==> config.mk <==
export PLATFORM = sky130hd
export DESIGN_NAME = pwm_input_duty_frequency_meter
export DESIGN_NICKNAME = d
export VERILOG_FILES = /design/src/sv/pidfm_pkg.sv /design/src/sv/pidfm_div.sv /design/src/sv/pwm_input_duty_frequency_meter.sv
export VERILOG_INCLUDE_DIRS = /design/src /design/src/sv
export SDC_FILE = /design/constraint.sdc
export NUM_CORES = 1
export LEC_CHECK = 0
export ABC_AREA = 1
export BUFFER_PORTS_ARGS = -buffer_cell sky130_fd_sc_hd__buf_2
export CAP_MARGIN = 20
export CELL_PAD_IN_SITES_DETAIL_PLACEMENT = 1
export CELL_PAD_IN_SITES_GLOBAL_PLACEMENT = 1
export CORE_AREA = 2 2 177 214
export CTS_CLUSTER_DIAMETER = 40
export DETAILED_ROUTE_END_ITERATION = 7
export DIE_AREA = 0 0 179 216
export PLACE_DENSITY = 0.82
export SKIP_CTS_REPAIR_TIMING = 1
export SLEW_MARGIN = 10
export SYNTH_ARGS = -nofsm -noshare
export SYNTH_HDL_FRONTEND = slang
export SYNTH_SLANG_ARGS = --single-unit
==> constraint.sdc <==
create_clock -name clk -period 2.8 [get_ports clk]
set_input_delay 0.7 -clock clk [delete_from_list [all_inputs] [get_ports clk]]
set_output_delay 0.7 -clock clk [all_outputs]
set_load 0.005 [all_outputs]
==> src/sv/pwm_input_duty_frequency_meter_assert.svh <==
// ----------------------------------------------------------------------------
// PWM meter assertion macros
// Concurrent assertion shorthands shared by the meter RTL.
// ----------------------------------------------------------------------------
`ifndef PWM_INPUT_DUTY_FREQUENCY_METER_ASSERT_SVH
`define PWM_INPUT_DUTY_FREQUENCY_METER_ASSERT_SVH

// same-cycle implication, disabled in reset
`define PIDFM_ASSERT_IMP(lbl, clk, rst_n, ante, cons, msg) \
	lbl: assert property (@(posedge clk) disable iff (!rst_n) (ante) |-> (cons)) \
		else $error(msg);

// next-cycle implication, disabled in reset
`define PIDFM_ASSERT_NEXT(lbl, clk, rst_n, ante, cons, msg) \
	lbl: assert property (@(posedge clk) disable iff (!rst_n) (ante) |=> (cons)) \
		else $error(msg);

`endif

==> src/sv/pidfm_pkg.sv <==
// ----------------------------------------------------------------------------
// PWM meter package
// Widths, reset values and codes shared by the meter and its divider.
// ----------------------------------------------------------------------------
package pidfm_pkg;

	localparam int COUNT_WIDTH_DEF = 16;

	localparam int CLK_W    = 27;
	localparam int LIMIT_W  = 16;
	localparam int DUTY_W   = 7;
	localparam int QUOT_W   = 27;
	localparam int STEP_W   = 5;
	localparam int ADDR_W   = 3;
	localparam int DATA_W   = 32;

	localparam logic [CLK_W-1:0]   CORE_CLOCK_RESET   = 27'd24000000;
	localparam logic [LIMIT_W-1:0] PERIOD_LIMIT_RESET = 16'd19999;
	localparam logic [DUTY_W-1:0]  DUTY_SCALE         = 7'd100;

	// quotient bits produced by each division
	localparam logic [STEP_W-1:0] DUTY_STEPS = 5'd7;
	localparam logic [STEP_W-1:0] FREQ_STEPS = 5'd27;

	// register index, taken from paddr[2]
	localparam logic REG_CORE_CLOCK   = 1'b0;
	localparam logic REG_PERIOD_LIMIT = 1'b1;

endpackage

==> src/sv/pidfm_div.sv <==
// ----------------------------------------------------------------------------
// PWM meter shared divider
// Restoring shift-subtract divider, one quotient bit per cycle. Starts from a
// given partial remainder and shifts in up to QUOT_W numerator bits, MSB first.
// ----------------------------------------------------------------------------
module pidfm_div
	import pidfm_pkg::*;
#(
	parameter int COUNT_WIDTH = COUNT_WIDTH_DEF
) (
	input  logic                   clk,
	input  logic                   arst_n,
	input  logic                   start,
	input  logic [COUNT_WIDTH:0]   rem_init,
	input  logic [QUOT_W-1:0]      num,
	input  logic [STEP_W-1:0]      steps,
	input  logic [COUNT_WIDTH:0]   den,
	output logic                   busy,
	output logic                   done,
	output logic [QUOT_W-1:0]      quot
);

	localparam int RW = COUNT_WIDTH + 1;

	logic [RW-1:0]     rem_q;
	logic [RW-1:0]     den_q;
	logic [QUOT_W-1:0] num_q;
	logic [QUOT_W-1:0] quot_q;
	logic [STEP_W-1:0] cnt_q;
	logic              done_q;

	logic [RW:0]       shifted;
	logic [RW:0]       den_ext;
	logic [RW:0]       diff;
	logic              ge;

	assign shifted = {rem_q, num_q[QUOT_W-1]};
	assign den_ext = {1'b0, den_q};
	assign ge      = (shifted >= den_ext);
	assign diff    = shifted - den_ext;

	always_ff @(posedge clk or negedge arst_n) begin
		if (!arst_n) begin
			rem_q  <= '0;
			den_q  <= '0;
			num_q  <= '0;
			quot_q <= '0;
			cnt_q  <= '0;
			done_q <= 1'b0;
		end else begin
			done_q <= 1'b0;
			if (start) begin
				rem_q  <= rem_init;
				den_q  <= den;
				num_q  <= num;
				quot_q <= '0;
				cnt_q  <= steps;
			end else if (cnt_q != '0) begin
				// remainder stays below the divisor, so RW bits hold it
				rem_q  <= ge ? diff[RW-1:0] : shifted[RW-1:0];
				num_q  <= {num_q[QUOT_W-2:0], 1'b0};
				quot_q <= {quot_q[QUOT_W-2:0], ge};
				cnt_q  <= cnt_q - 1'b1;
				done_q <= (cnt_q == STEP_W'(1));
			end
		end
	end

	assign busy = (cnt_q != '0);
	assign done = done_q;
	assign quot = quot_q;

endmodule

==> src/sv/pwm_input_duty_frequency_meter.sv <==
// Sequencing: a tick without a rising edge is handled in ST_IDLE; a rising edge runs the
// duty, then the frequency division (7 and 27 quotient bits) on one shared shift-subtract
// divider, then registers the result. Saturated duty skips the first, zero period both.
// Throughput: item_stall is high from a rising edge until its result is registered.
// Reset: arst_n clears the counter, captures and handshake state at once and
// loads core_clock 24000000 and period_limit 19999.
// ----------------------------------------------------------------------------
// PWM input duty and frequency meter
// Counts prescaled ticks, captures high time and period from pin edges and
// reports duty percent and frequency on each rising edge.
// ----------------------------------------------------------------------------
`include "pwm_input_duty_frequency_meter_assert.svh"

module pwm_input_duty_frequency_meter
	import pidfm_pkg::*;
#(
	parameter int COUNT_WIDTH = COUNT_WIDTH_DEF
) (
	input  logic              clk,
	input  logic              arst_n,
	// tick transactions
	input  logic              item_valid,
	output logic              item_stall,
	input  logic              pin_level,
	// result transactions
	output logic              result_valid,
	input  logic              result_stall,
	output logic [DUTY_W-1:0] duty_percent,
	output logic [CLK_W-1:0]  frequency,
	// configuration
	input  logic              psel,
	input  logic              penable,
	input  logic              pwrite,
	input  logic [ADDR_W-1:0] paddr,
	input  logic [DATA_W-1:0] pwdata,
	output logic [DATA_W-1:0] prdata,
	output logic              pready
);

	localparam int CW   = COUNT_WIDTH;
	localparam int RW   = CW + 1;
	localparam int NW   = CW + DUTY_W;
	localparam int CMPW = (CW > LIMIT_W) ? CW : LIMIT_W;

	typedef enum logic [1:0] {
		ST_IDLE,
		ST_DUTY,
		ST_FREQ,
		ST_FIN
	} state_t;

	state_t            state_q;
	logic [CLK_W-1:0]  core_clock_q;
	logic [LIMIT_W-1:0] period_limit_q;
	logic              prev_level_q;
	logic [CW-1:0]     tick_count_q;
	logic [CW-1:0]     high_capture_q;
	logic [DUTY_W-1:0] duty_q;
	logic [CLK_W-1:0]  freq_q;
	logic              result_valid_q;
	logic [DUTY_W-1:0] duty_out_q;
	logic [CLK_W-1:0]  freq_out_q;

	logic              div_start_q;
	logic [RW-1:0]     div_rem_q;
	logic [QUOT_W-1:0] div_num_q;
	logic [STEP_W-1:0] div_steps_q;
	logic [RW-1:0]     div_den_q;
	logic              div_busy;
	logic              div_done;
	logic [QUOT_W-1:0] div_quot;

	logic              accept;
	logic              rising;
	logic              falling;
	logic              at_limit;
	logic [NW-1:0]     duty_num;
	logic              cfg_write;

	assign pready     = 1'b1;
	assign cfg_write  = psel && penable && pwrite;
	assign item_stall = (state_q != ST_IDLE);
	assign accept     = item_valid && !item_stall;
	assign rising     = !prev_level_q && pin_level;
	assign falling    = prev_level_q && !pin_level;
	assign at_limit   = (CMPW'(tick_count_q) >= CMPW'(period_limit_q));

	// high time times 100 as shifts and adds
	assign duty_num = (NW'(high_capture_q) << 6) + (NW'(high_capture_q) << 5)
		+ (NW'(high_capture_q) << 2);

	always_comb begin
		prdata = '0;
		case (paddr[2])
			REG_CORE_CLOCK:   prdata = DATA_W'(core_clock_q);
			REG_PERIOD_LIMIT: prdata = DATA_W'(period_limit_q);
			default:          prdata = '0;
		endcase
	end

	always_ff @(posedge clk or negedge arst_n) begin
		if (!arst_n) begin
			core_clock_q   <= CORE_CLOCK_RESET;
			period_limit_q <= PERIOD_LIMIT_RESET;
		end else if (cfg_write) begin
			case (paddr[2])
				REG_CORE_CLOCK:   core_clock_q   <= pwdata[CLK_W-1:0];
				REG_PERIOD_LIMIT: period_limit_q <= pwdata[LIMIT_W-1:0];
				default:          ;
			endcase
		end
	end

	always_ff @(posedge clk or negedge arst_n) begin
		if (!arst_n) begin
			state_q        <= ST_IDLE;
			prev_level_q   <= 1'b0;
			tick_count_q   <= '0;
			high_capture_q <= '0;
			duty_q         <= '0;
			freq_q         <= '0;
			result_valid_q <= 1'b0;
			duty_out_q     <= '0;
			freq_out_q     <= '0;
			div_start_q    <= 1'b0;
			div_rem_q      <= '0;
			div_num_q      <= '0;
			div_steps_q    <= '0;
			div_den_q      <= '0;
		end else begin
			div_start_q <= 1'b0;
			if (result_valid_q && !result_stall && (state_q != ST_FIN)) begin
				result_valid_q <= 1'b0;
			end
			case (state_q)
				ST_IDLE: begin
					if (accept) begin
						prev_level_q <= pin_level;
						if (!rising) begin
							if (falling) begin
								high_capture_q <= tick_count_q;
							end
							tick_count_q <= at_limit ? '0 : tick_count_q + 1'b1;
						end else begin
							tick_count_q <= '0;
							if (tick_count_q == '0) begin
								duty_q  <= '0;
								freq_q  <= '0;
								state_q <= ST_FIN;
							end else if (high_capture_q >= tick_count_q) begin
								// saturate duty, go straight to frequency
								duty_q      <= DUTY_SCALE;
								div_start_q <= 1'b1;
								div_rem_q   <= '0;
								div_num_q   <= core_clock_q;
								div_steps_q <= FREQ_STEPS;
								div_den_q   <= RW'(tick_count_q) + 1'b1;
								state_q     <= ST_FREQ;
							end else begin
								div_start_q <= 1'b1;
								div_rem_q   <= RW'(duty_num[NW-1:DUTY_W]);
								div_num_q   <= {duty_num[DUTY_W-1:0],
									(QUOT_W-DUTY_W)'(0)};
								div_steps_q <= DUTY_STEPS;
								div_den_q   <= RW'(tick_count_q);
								state_q     <= ST_DUTY;
							end
						end
					end
				end
				ST_DUTY: begin
					if (div_done) begin
						duty_q      <= div_quot[DUTY_W-1:0];
						div_start_q <= 1'b1;
						div_rem_q   <= '0;
						div_num_q   <= core_clock_q;
						div_steps_q <= FREQ_STEPS;
						// frequency divides by period plus one
						div_den_q   <= div_den_q + 1'b1;
						state_q     <= ST_FREQ;
					end
				end
				ST_FREQ: begin
					if (div_done) begin
						freq_q  <= div_quot[CLK_W-1:0];
						state_q <= ST_FIN;
					end
				end
				ST_FIN: begin
					// hold until the output register is free
					if (!result_valid_q || !result_stall) begin
						result_valid_q <= 1'b1;
						duty_out_q     <= duty_q;
						freq_out_q     <= freq_q;
						state_q        <= ST_IDLE;
					end
				end
				default: state_q <= ST_IDLE;
			endcase
		end
	end

	pidfm_div #(
		.COUNT_WIDTH(COUNT_WIDTH)
	) u_div (
		.clk      (clk),
		.arst_n   (arst_n),
		.start    (div_start_q),
		.rem_init (div_rem_q),
		.num      (div_num_q),
		.steps    (div_steps_q),
		.den      (div_den_q),
		.busy     (div_busy),
		.done     (div_done),
		.quot     (div_quot)
	);

	assign result_valid = result_valid_q;
	assign duty_percent = duty_out_q;
	assign frequency    = freq_out_q;

	`PIDFM_ASSERT_IMP(a_duty_range, clk, arst_n, result_valid, duty_percent <= DUTY_SCALE, "duty above scale")
	`PIDFM_ASSERT_IMP(a_result_from_fin, clk, arst_n, $rose(result_valid), $past(state_q == ST_FIN), "result without finish")
	`PIDFM_ASSERT_NEXT(a_div_starts, clk, arst_n, div_start_q, div_busy, "divider did not start")

endmodule
==> impl_metrics.toml, run 1 <==
[critical_path]
crit_slowest_cell = "fa_1"
worstSetupEndpointType = "flip-flop"
crit_fanout = 4
required_ps = 3230
rrSetupSlack_ps = 230
max_stage_delay_ps = 420
worstSetupPathType = "reg2reg"
path_cells = "inv_1 > fa_1 > inv_1 > ha_1 > inv_1 > fa_1 > o21ai_1 > nand2_1 > nand2_2 > nand3_1 > nand2_1 > nand2_1 > nand3_1 > nand2_1"
startpoint_type = "flip-flop"
cpMostUsedCell = "nand2_1"
arrival_ps = 3000

[logic_synthesis]
ys_ff_latch = 305
async_reset_ff_share_pct = 100
yosysWarnings = 0
avgSynthCellArea_um2 = 8.08
ys.flop_type = "dfrtp_1"
yosysUniqueCellTypes = 49
synthCells = 2055
synth-edff-count = 0
ys_seq_area_share_pct = 46.1
netlist_area_um2 = 16600

[cells_and_area]
area_growth_pct = 16.3
utilization_pct = 52.9
drive_gt1_share_pct = 13.3
antenna_cells = 0
fillerInstances = 4439
nNetsFinal = 2297

[global_routing]
grt.total_usage_pct = 26.1
grt_pass1_wl_mm = 80.2
grt_start_max_net_pins = 74
grt_pass1_vias = 15900
antenna_found_initial = 0
gr-total-overflow = 0

[placed_design]
portBuffers = 98
dp_slack_ps = 189
gp_congestion = 0.845
hpwl_mm = 34.9

[timing]
fin_skew_ps = 26.6
setup_viol = 0
finalWorstSetupSlack_ps = 231
slew_headroom_pct = 37.0
max_freq_mhz = 389
period_needed_ps = 2570
tns_ps = 0
hold_viol_final = 0
period_share_pct = 91.7
tightest_slew_ps = 944
grt_setup_unrepaired = "no"
fin_hold_ws_ps = 148
slew_violations = 0

[power_and_ir_drop]
vdd_drop_max_mv = 0.817
power_density_nw_per_um2 = 1390
p_leak_nw = 9.74
seqPwrFrac_pct = 27.6
swShare_pct = 45.8
power_frac_clock_pct = 22.3
p_int_w = 0.0146
p_sw_w = 0.0123
p_total_w = 0.0269
p_comb_share_pct = 50.1

[drt]
remaining_drc_errors = 0
avgViaCountPerCell = 5.38
antenna_left = 0
wl_mm = 49.4
dr.pass1.iters = 5
drtIter0Drc = 723
wire_per_inst_um = 18.5
via_count = 14400

[clocking]
cts_buffers = 43
cts_tree = "done"
clock_sinks = 305
clk_latency_ps = 560
cts_buffer_depth = 3
path_clk_slew_ps = 60
cts_max_level = 2
cts-root-buf = "clkbuf_16"

[die]
core_area_um2 = 36500
io_pins = 112
design.die.area_um2 = 38700
die_w_um = 179
rows = 77
die_y_um = 216
initial_core_util_pct = 45.5

[min_path]
holdCritPathClass = "in2async"

[status]
status = "completed"

[run]
max-cap-violations = 0
## critical path: cells and delay by family (launching register included)
| kind | cells | cell delay, ps |
|---|---|---|
| AOI/OAI and AO/OA | 1 | 210 |
| adders and majority gates | 3 | 980 |
| buffers and inverters | 3 | 250 |
| DFF | 1 | 410 |
| and+or+nand+nor | 7 | 590 |
## flip-flops by register name, summed over array words and instances (netlist names), 2 cells and up
register        count
core_clock_q       27
div_den_q          17
div_num_q          27
div_rem_q          16
div_steps_q         3
duty_percent        7
duty_q              7
freq_q             27
frequency          27
high_capture_q     16
period_limit_q     16
state_q             2
tick_count_q       16
u_div.cnt_q         5
u_div.den_q        17
u_div.num_q        27
u_div.quot         27
u_div.rem_q        17
## cell families (layout without fill, tap and decap cells)
group / after synthesis / in the layout / share of synthesized area [%]
xor gates and xnor gates: 34 / 34 / 1.79
DFF: 305 / 305 / 46.1
buffers and inverters: 406 / 542 / 9.91
muxes: 7 / 7 / 0.475
AOI/OAI and AO/OA: 392 / 392 / 13.4
and+or+nand+nor: 815 / 815 / 20.6
adders and majority gates: 94 / 94 / 7.71
other: 2 / 6 / 0.0452
## power by group through the flow
stage / Clock (W) / Sequential [W] / Combinational (W)
3_5_place_dp: 0 / 0.00745 / 0.0132
3_3_place_gp: 0 / 0.00734 / 0.0126
6_report: 0.00600 / 0.00742 / 0.0135
4_1_cts: 0.00609 / 0.00742 / 0.0135
2_1_floorplan: 0 / 0.00702 / 0.00956
5_1_grt: 0.00628 / 0.00761 / 0.0151
## synthesized netlist by cell type, types with 2 or more instances
master    instances  area (µm²)
nand2_1         511        1920
inv_1           304        1140
dfrtp_1         286        7160
o21ai_0         199         996
nand3_1         139         696
nor2_1          108         405
ha_1             80        1000
a21oi_1          75         375
o22ai_1          50         313
clkbuf_1         44         165
nand4_1          21         131
buf_2            20         100
dfstp_2          19         499
xor2_1           18         158
buf_4            17         128
o21ai_1          17        85.1
xnor2_1          16         140
fa_1             14         280
inv_2            11        41.3
o22ai_2          11         138
o211ai_1         10        75.1
o221ai_1          9        78.8
a22oi_1           8        60.1
nor3_1            8        40.0
mux2_2            7        78.8
nand3b_1          5        37.5
o21a_1            5        37.5
o21bai_1          5        37.5
buf_1             4        15.0
buf_6             4        45.0
nor2_2            4        25.0
or2_2             4        25.0
conb_1            2        7.51
nand2_2           2        12.5
nand2_4           2        22.5
nor2_4            2        22.5
nor3_2            2        20.0
## worst paths after layout
check,cells past startpoint,end,start
max reg2reg,14,div_rem_q[13],high_capture_q[0]
min in group clk,3,core_clock_q[12],pwdata[12]
min,1,div_num_q[24],arst_n
max in group asynchronous,2,period_limit_q[4],arst_n
max,14,div_rem_q[13],high_capture_q[0]
min reg2reg,2,frequency[15],frequency[15]
## metrics by stage
| stage | instance area [µm²] | instances |
|---|---|---|
| 2_1_floorplan | 16600 | 2059 |
| 3_3_place_gp | 17700 | 2589 |
| 3_5_place_dp | 17700 | 2589 |
| 4_1_cts | 19300 | 2669 |
| 5_1_grt | 19300 | 2669 |
| 6_report | 19300 | 2669 |
## layout by cell type (no fill, tap or decap), types with 50 or more instances in the layout
cell     netlist  final
nor2_1       108    108
o21ai_0      199    198
inv_1        304    304
nand3_1      139    139
nand2_1      511    509
a21oi_1       75     75
dfrtp_1      286    284
ha_1          80     80
buf_2         20     97
o22ai_1       50     50
## cell type report
type	instances	area (µm²)	share of cell area (%)
Clock buffer	52	1160	6.01
Timing Repair Buffer	145	953	4.94
Inverter	317	1190	6.17
Sequential cell	305	7660	39.6
Tap cell	474	593	3.07
Multi-Input combinational cell	1348	7330	37.9
Clock inverter	28	432	2.23
## routing by layer
metal  GRT usage, %  vias to the layer above  share of wire (%)
met4           12.1                        0                4.8
met3           3.59                      134                3.3
met1           28.9                     7132                 39
met2           48.6                      285                 53
met5              0                        -                  0
li1               -                     6821                  -
No activity file was read; power rests on OpenSTA's default activity.
==> run 2: changes to the inputs <==
==> constraint.sdc (replaced) <==
create_clock -name clk -period 2.5 [get_ports clk]
set_input_delay 0.625 -clock clk [delete_from_list [all_inputs] [get_ports clk]]
set_output_delay 0.625 -clock clk [all_outputs]
set_load 0.1 [all_outputs]
==> impl_metrics.toml, run 2 (synthesis gave the netlist of run 1 again) <==
[die]
die_y_um = 216
initial_core_util_pct = 45.5
rows = 77
core_area_um2 = 36500
design.die.area_um2 = 38700
die_w_um = 179
io_pins = 112

[clocking]
cts_buffers = 42
cts_buffer_depth = 3
cts-root-buf = "clkbuf_16"
clk_latency_ps = 550
clock_sinks = 305
path_clk_slew_ps = 60
cts_tree = "done"
cts_max_level = 2

[timing]
grt_setup_unrepaired = "yes"
period_share_pct = 97.8
setup_viol = 0
max_freq_mhz = 409
hold_viol_final = 0
slew_headroom_pct = 47.0
period_needed_ps = 2440
tightest_slew_ps = 794
slew_violations = 0
finalWorstSetupSlack_ps = 55.3
fin_skew_ps = 21.3

[global_routing]
grt.total_usage_pct = 26.9
gr-total-overflow = 0
grt_pass1_vias = 16000
antenna_found_initial = 0
grt_start_max_net_pins = 64
grt_pass1_wl_mm = 82.5

[critical_path]
required_ps = 2920
worstSetupEndpointType = "flip-flop"
worstSetupPathType = "reg2reg"
arrival_ps = 2860
crit_fanout = 20
startpoint_type = "flip-flop"

[drt]
drtIter0Drc = 780
via_count = 14700
avgViaCountPerCell = 5.43
wl_mm = 51.7
antenna_left = 0
wire_per_inst_um = 19.1
remaining_drc_errors = 0
dr.pass1.iters = 5

[cells_and_area]
nNetsFinal = 2334
drive_gt1_share_pct = 16.4
antenna_cells = 0
area_growth_pct = 19.9
most-common-layout-cells = "504 x nand2_1, 301 x inv_1, 280 x dfrtp_1"
final_common_cell = "nand2_1"

[run]
max-cap-violations = 0

[status]
status = "completed"

[placed_design]
hpwl_mm = 36.3
portBuffers = 98
dp_slack_ps = -128
gp_congestion = 0.893

[min_path]
holdCritPathClass = "in2async"
==> run 2: cell count changes in the layout (fill, tap and decap cells not counted), moves of 5 or more <==
cell	before	now
nand2_1	509	504
o21ai_0	198	177
buf_12	8	25
nor2_1	108	100
nor2_2	4	10
o21ai_1	18	37
ha_1	80	74
nand2_2	4	9
buf_2	97	79
buf_4	39	76
==> run 2: cell type report <==
cell class | count | area, µm²
fillers | 4358 | 16600
flip-flops and latches | 305 | 7660
multi-input cells | 1349 | 7490
repair buffers | 182 | 1490
inverters | 317 | 1190
clock buffers | 52 | 1150
well taps | 474 | 593
clock inverters | 25 | 345
==> run 2: worst paths after layout <==
kind                                    from                 to  slack [ps]  depth (start not counted)
setup / recovery           high_capture_q[9]          duty_q[0]          60                         11
hold / removal                        arst_n         freq_q[20]          50                          1
setup reg to reg           high_capture_q[9]          duty_q[0]          60                         11
hold reg to reg               div_steps_q[1]     div_steps_q[1]         460                          1
max in group asynchronous             arst_n  period_limit_q[4]        1660                          2
min in group clk                  pwdata[10]   core_clock_q[10]         320                          3
==> run 2: critical path, cell delays in order (launching register included) <==
cell     delay (ps)
dfrtp_1         480
ha_1            380
nand2_1         100
nand2_1          60
nand2_1          60
a21oi_1          60
nor2_1          270
buf_4           330
nand4_1         160
buf_4           180
nand2_2         130
o21ai_0         110
==> run 2: routing by layer <==
metal | up-vias | share of wire [%] | GRT usage [%]
met5 | - | 0 | 0
met4 | 0 | 5.4 | 13.7
met3 | 132 | 3.2 | 3.00
met2 | 323 | 53 | 49.2
met1 | 7336 | 38 | 30.4
li1 | 6902 | - | -
==> run 2: through the flow <==
stage	TNS, ps	utilization, %	std cells	cell area [µm²]	hold slack [ps]
6_report	0	54.6	2704	19900	47.4
5_1_grt	-541	54.6	2704	19900	59.4
4_1_cts	-1430	54.0	2697	19700	35.5
3_5_place_dp	-700	49.9	2620	18200	455
3_3_place_gp	-64.7	49.9	2620	18200	449
2_1_floorplan	-9910	-	2059	16600	329
Power of run 2 is left out: the tool's default activity adds up to more than one toggle a clock period on the data nets, which glitch-free logic cannot reach.
==> run 3: changes to the inputs <==
CORE_AREA = 2 2 159 238   (was 2 2 177 214)
DIE_AREA = 0 0 161 240   (was 0 0 179 216)
==> impl_metrics.toml, run 3 (synthesis gave the netlist of run 1 again) <==
[status]
status = "finished, violations left"
violations = "negative setup slack"

[critical_path]
crit_fanout = 4
crit_family = "adder cells"
startpoint_type = "flip-flop"
rrSetupSlack_ps = -10
max_stage_delay_ps = 470
crit_slowest_cell = "fa_1"
cp_num_cells = 14
worstReg2RegEnd = "div_rem_q[13]"
path_cells = "inv_1 > fa_1 > inv_2 > ha_4 > inv_4 > fa_2 > o21ai_4 > nand2_2 > nand2_4 > nand3_4 > nand2_4 > nand2_2 > nand3_2 > nand2_1"
worstSetupEndpointType = "flip-flop"
arrival_ps = 2940
r2r-start = "high_capture_q[4]"
worst-r2r-cell-count = 14
worstSetupPathType = "reg2reg"
required_ps = 2920
crit_buf_inv = 3

[cells_and_area]
utilization_pct = 54.5
multi_input_area_um2 = 7480
nNetsFinal = 2332
final_common_cell = "nand2_1"
area_growth_pct = 20.1
antenna_cells = 0
most-common-layout-cells = "505 x nand2_1, 300 x inv_1, 284 x dfrtp_1"
fillerInstances = 4380
drive_gt1_share_pct = 16.1
seq_area_um2 = 7660

[drt]
dr.pass1.iters = 5
antenna_left = 0
remaining_drc_errors = 0
avgViaCountPerCell = 5.47
drtIter0Drc = 783
wire_per_inst_um = 19.5
via_count = 14800
wl_mm = 52.9

[timing]
tightest_slew_ps = 691
hold_viol_final = 0
grt_setup_unrepaired = "yes"
finalWorstSetupSlack_ps = -10.3
fin_skew_ps = 23.7
slew_headroom_pct = 53.9
fin_hold_ws_ps = 88.6
slew_violations = 0
setup_viol = 1
period_share_pct = 100
period_needed_ps = 2510
max_freq_mhz = 398
tns_ps = -10.3

[die]
io_pins = 112
die_w_um = 161
design.die.area_um2 = 38600
rows = 86
initial_core_util_pct = 45.4
die_y_um = 240
core_area_um2 = 36600

[power_and_ir_drop]
vdd_drop_max_mv = 0.921
power_density_nw_per_um2 = 1640
p_leak_nw = 9.97

[clocking]
cts_max_level = 2
cts_buffers = 39
path_clk_slew_ps = 70
clock_sinks = 305
cts-root-buf = "clkbuf_16"
cts_tree = "done"
clk_latency_ps = 550
cts_buffer_depth = 3

[placed_design]
portBuffers = 98
hpwl_mm = 37.7
gp_congestion = 0.939

[global_routing]
grt_pass1_vias = 16400
grt_pass1_wl_mm = 85.5
gr-total-overflow = 0
antenna_found_initial = 0
grt_start_max_net_pins = 73
grt.total_usage_pct = 27.9

[min_path]
holdCritPathClass = "in2async"

[run]
max-cap-violations = 0
## run 3: cell count changes in the layout (fill, tap and decap cells not counted), moves of 3 or more
cell       previous run  this run
buf_12               25        33
dfrtp_2               6         2
nand2_2               9         5
inv_6                 2         9
dfrtp_1             280       284
buf_4                76        69
clkbuf_16            43        40
clkbuf_1              5         2
## run 3: worst max-delay path by stage
stage,startpoint,to,slack (ps)
2_1_floorplan,paddr[2],prdata[10],-500
3_3_place_gp,high_capture_q[6],div_rem_q[14],8
3_5_place_dp,high_capture_q[0],div_rem_q[13],-50
4_1_cts,high_capture_q[4],div_rem_q[13],-200
5_1_grt,high_capture_q[1],div_rem_q[14],-180
6_report,high_capture_q[4],div_rem_q[13],-10
## run 3: area by class of cell
cell class              count  share of cell area, %
repair buffers            184                   8.08
clock buffers              45                   5.26
well taps                 484                   3.04
clock inverters            27                   1.72
multi-input cells        1348                   37.5
flip-flops and latches    305                   38.4
inverters                 317                   5.99
## run 3: metrics by stage
stage / power [W] / std cells / area, µm² / setup slack [ps]
final: 0.0328 / 2710 / 19900 / -10.3
after global routing: 0.0351 / 2710 / 19900 / -181
after CTS: 0.0326 / 2708 / 19800 / -198
after detailed placement: 0.0261 / 2636 / 18400 / -51.9
after global placement: 0.0251 / 2636 / 18400 / 7.84
after floorplan: 0.0207 / 2059 / 16600 / -499
## run 3: where the power goes
part	internal, W	total (W)	switching, W
Combinational	0.00585	0.0186	0.0127
Sequential	0.00684	0.00814	0.00131
Clock	0.00362	0.00605	0.00243
## run 3: worst reg2reg max path, cell delays in order (launching register included)
cell	delay (ps)
dfrtp_1	410
inv_1	110
fa_1	470
inv_2	100
ha_4	140
inv_4	40
fa_2	410
o21ai_4	160
nand2_2	90
nand2_4	100
nand3_4	90
nand2_4	100
nand2_2	50
nand3_2	60
nand2_1	50
## run 3: routing by layer
metal	part of all wire, %	vias up	GRT usage (%)
li1	-	6881	-
met1	35	7438	28.1
met2	55	326	53.8
met3	2.8	173	3.21
met4	7.1	0	18.0
met5	0	-	0
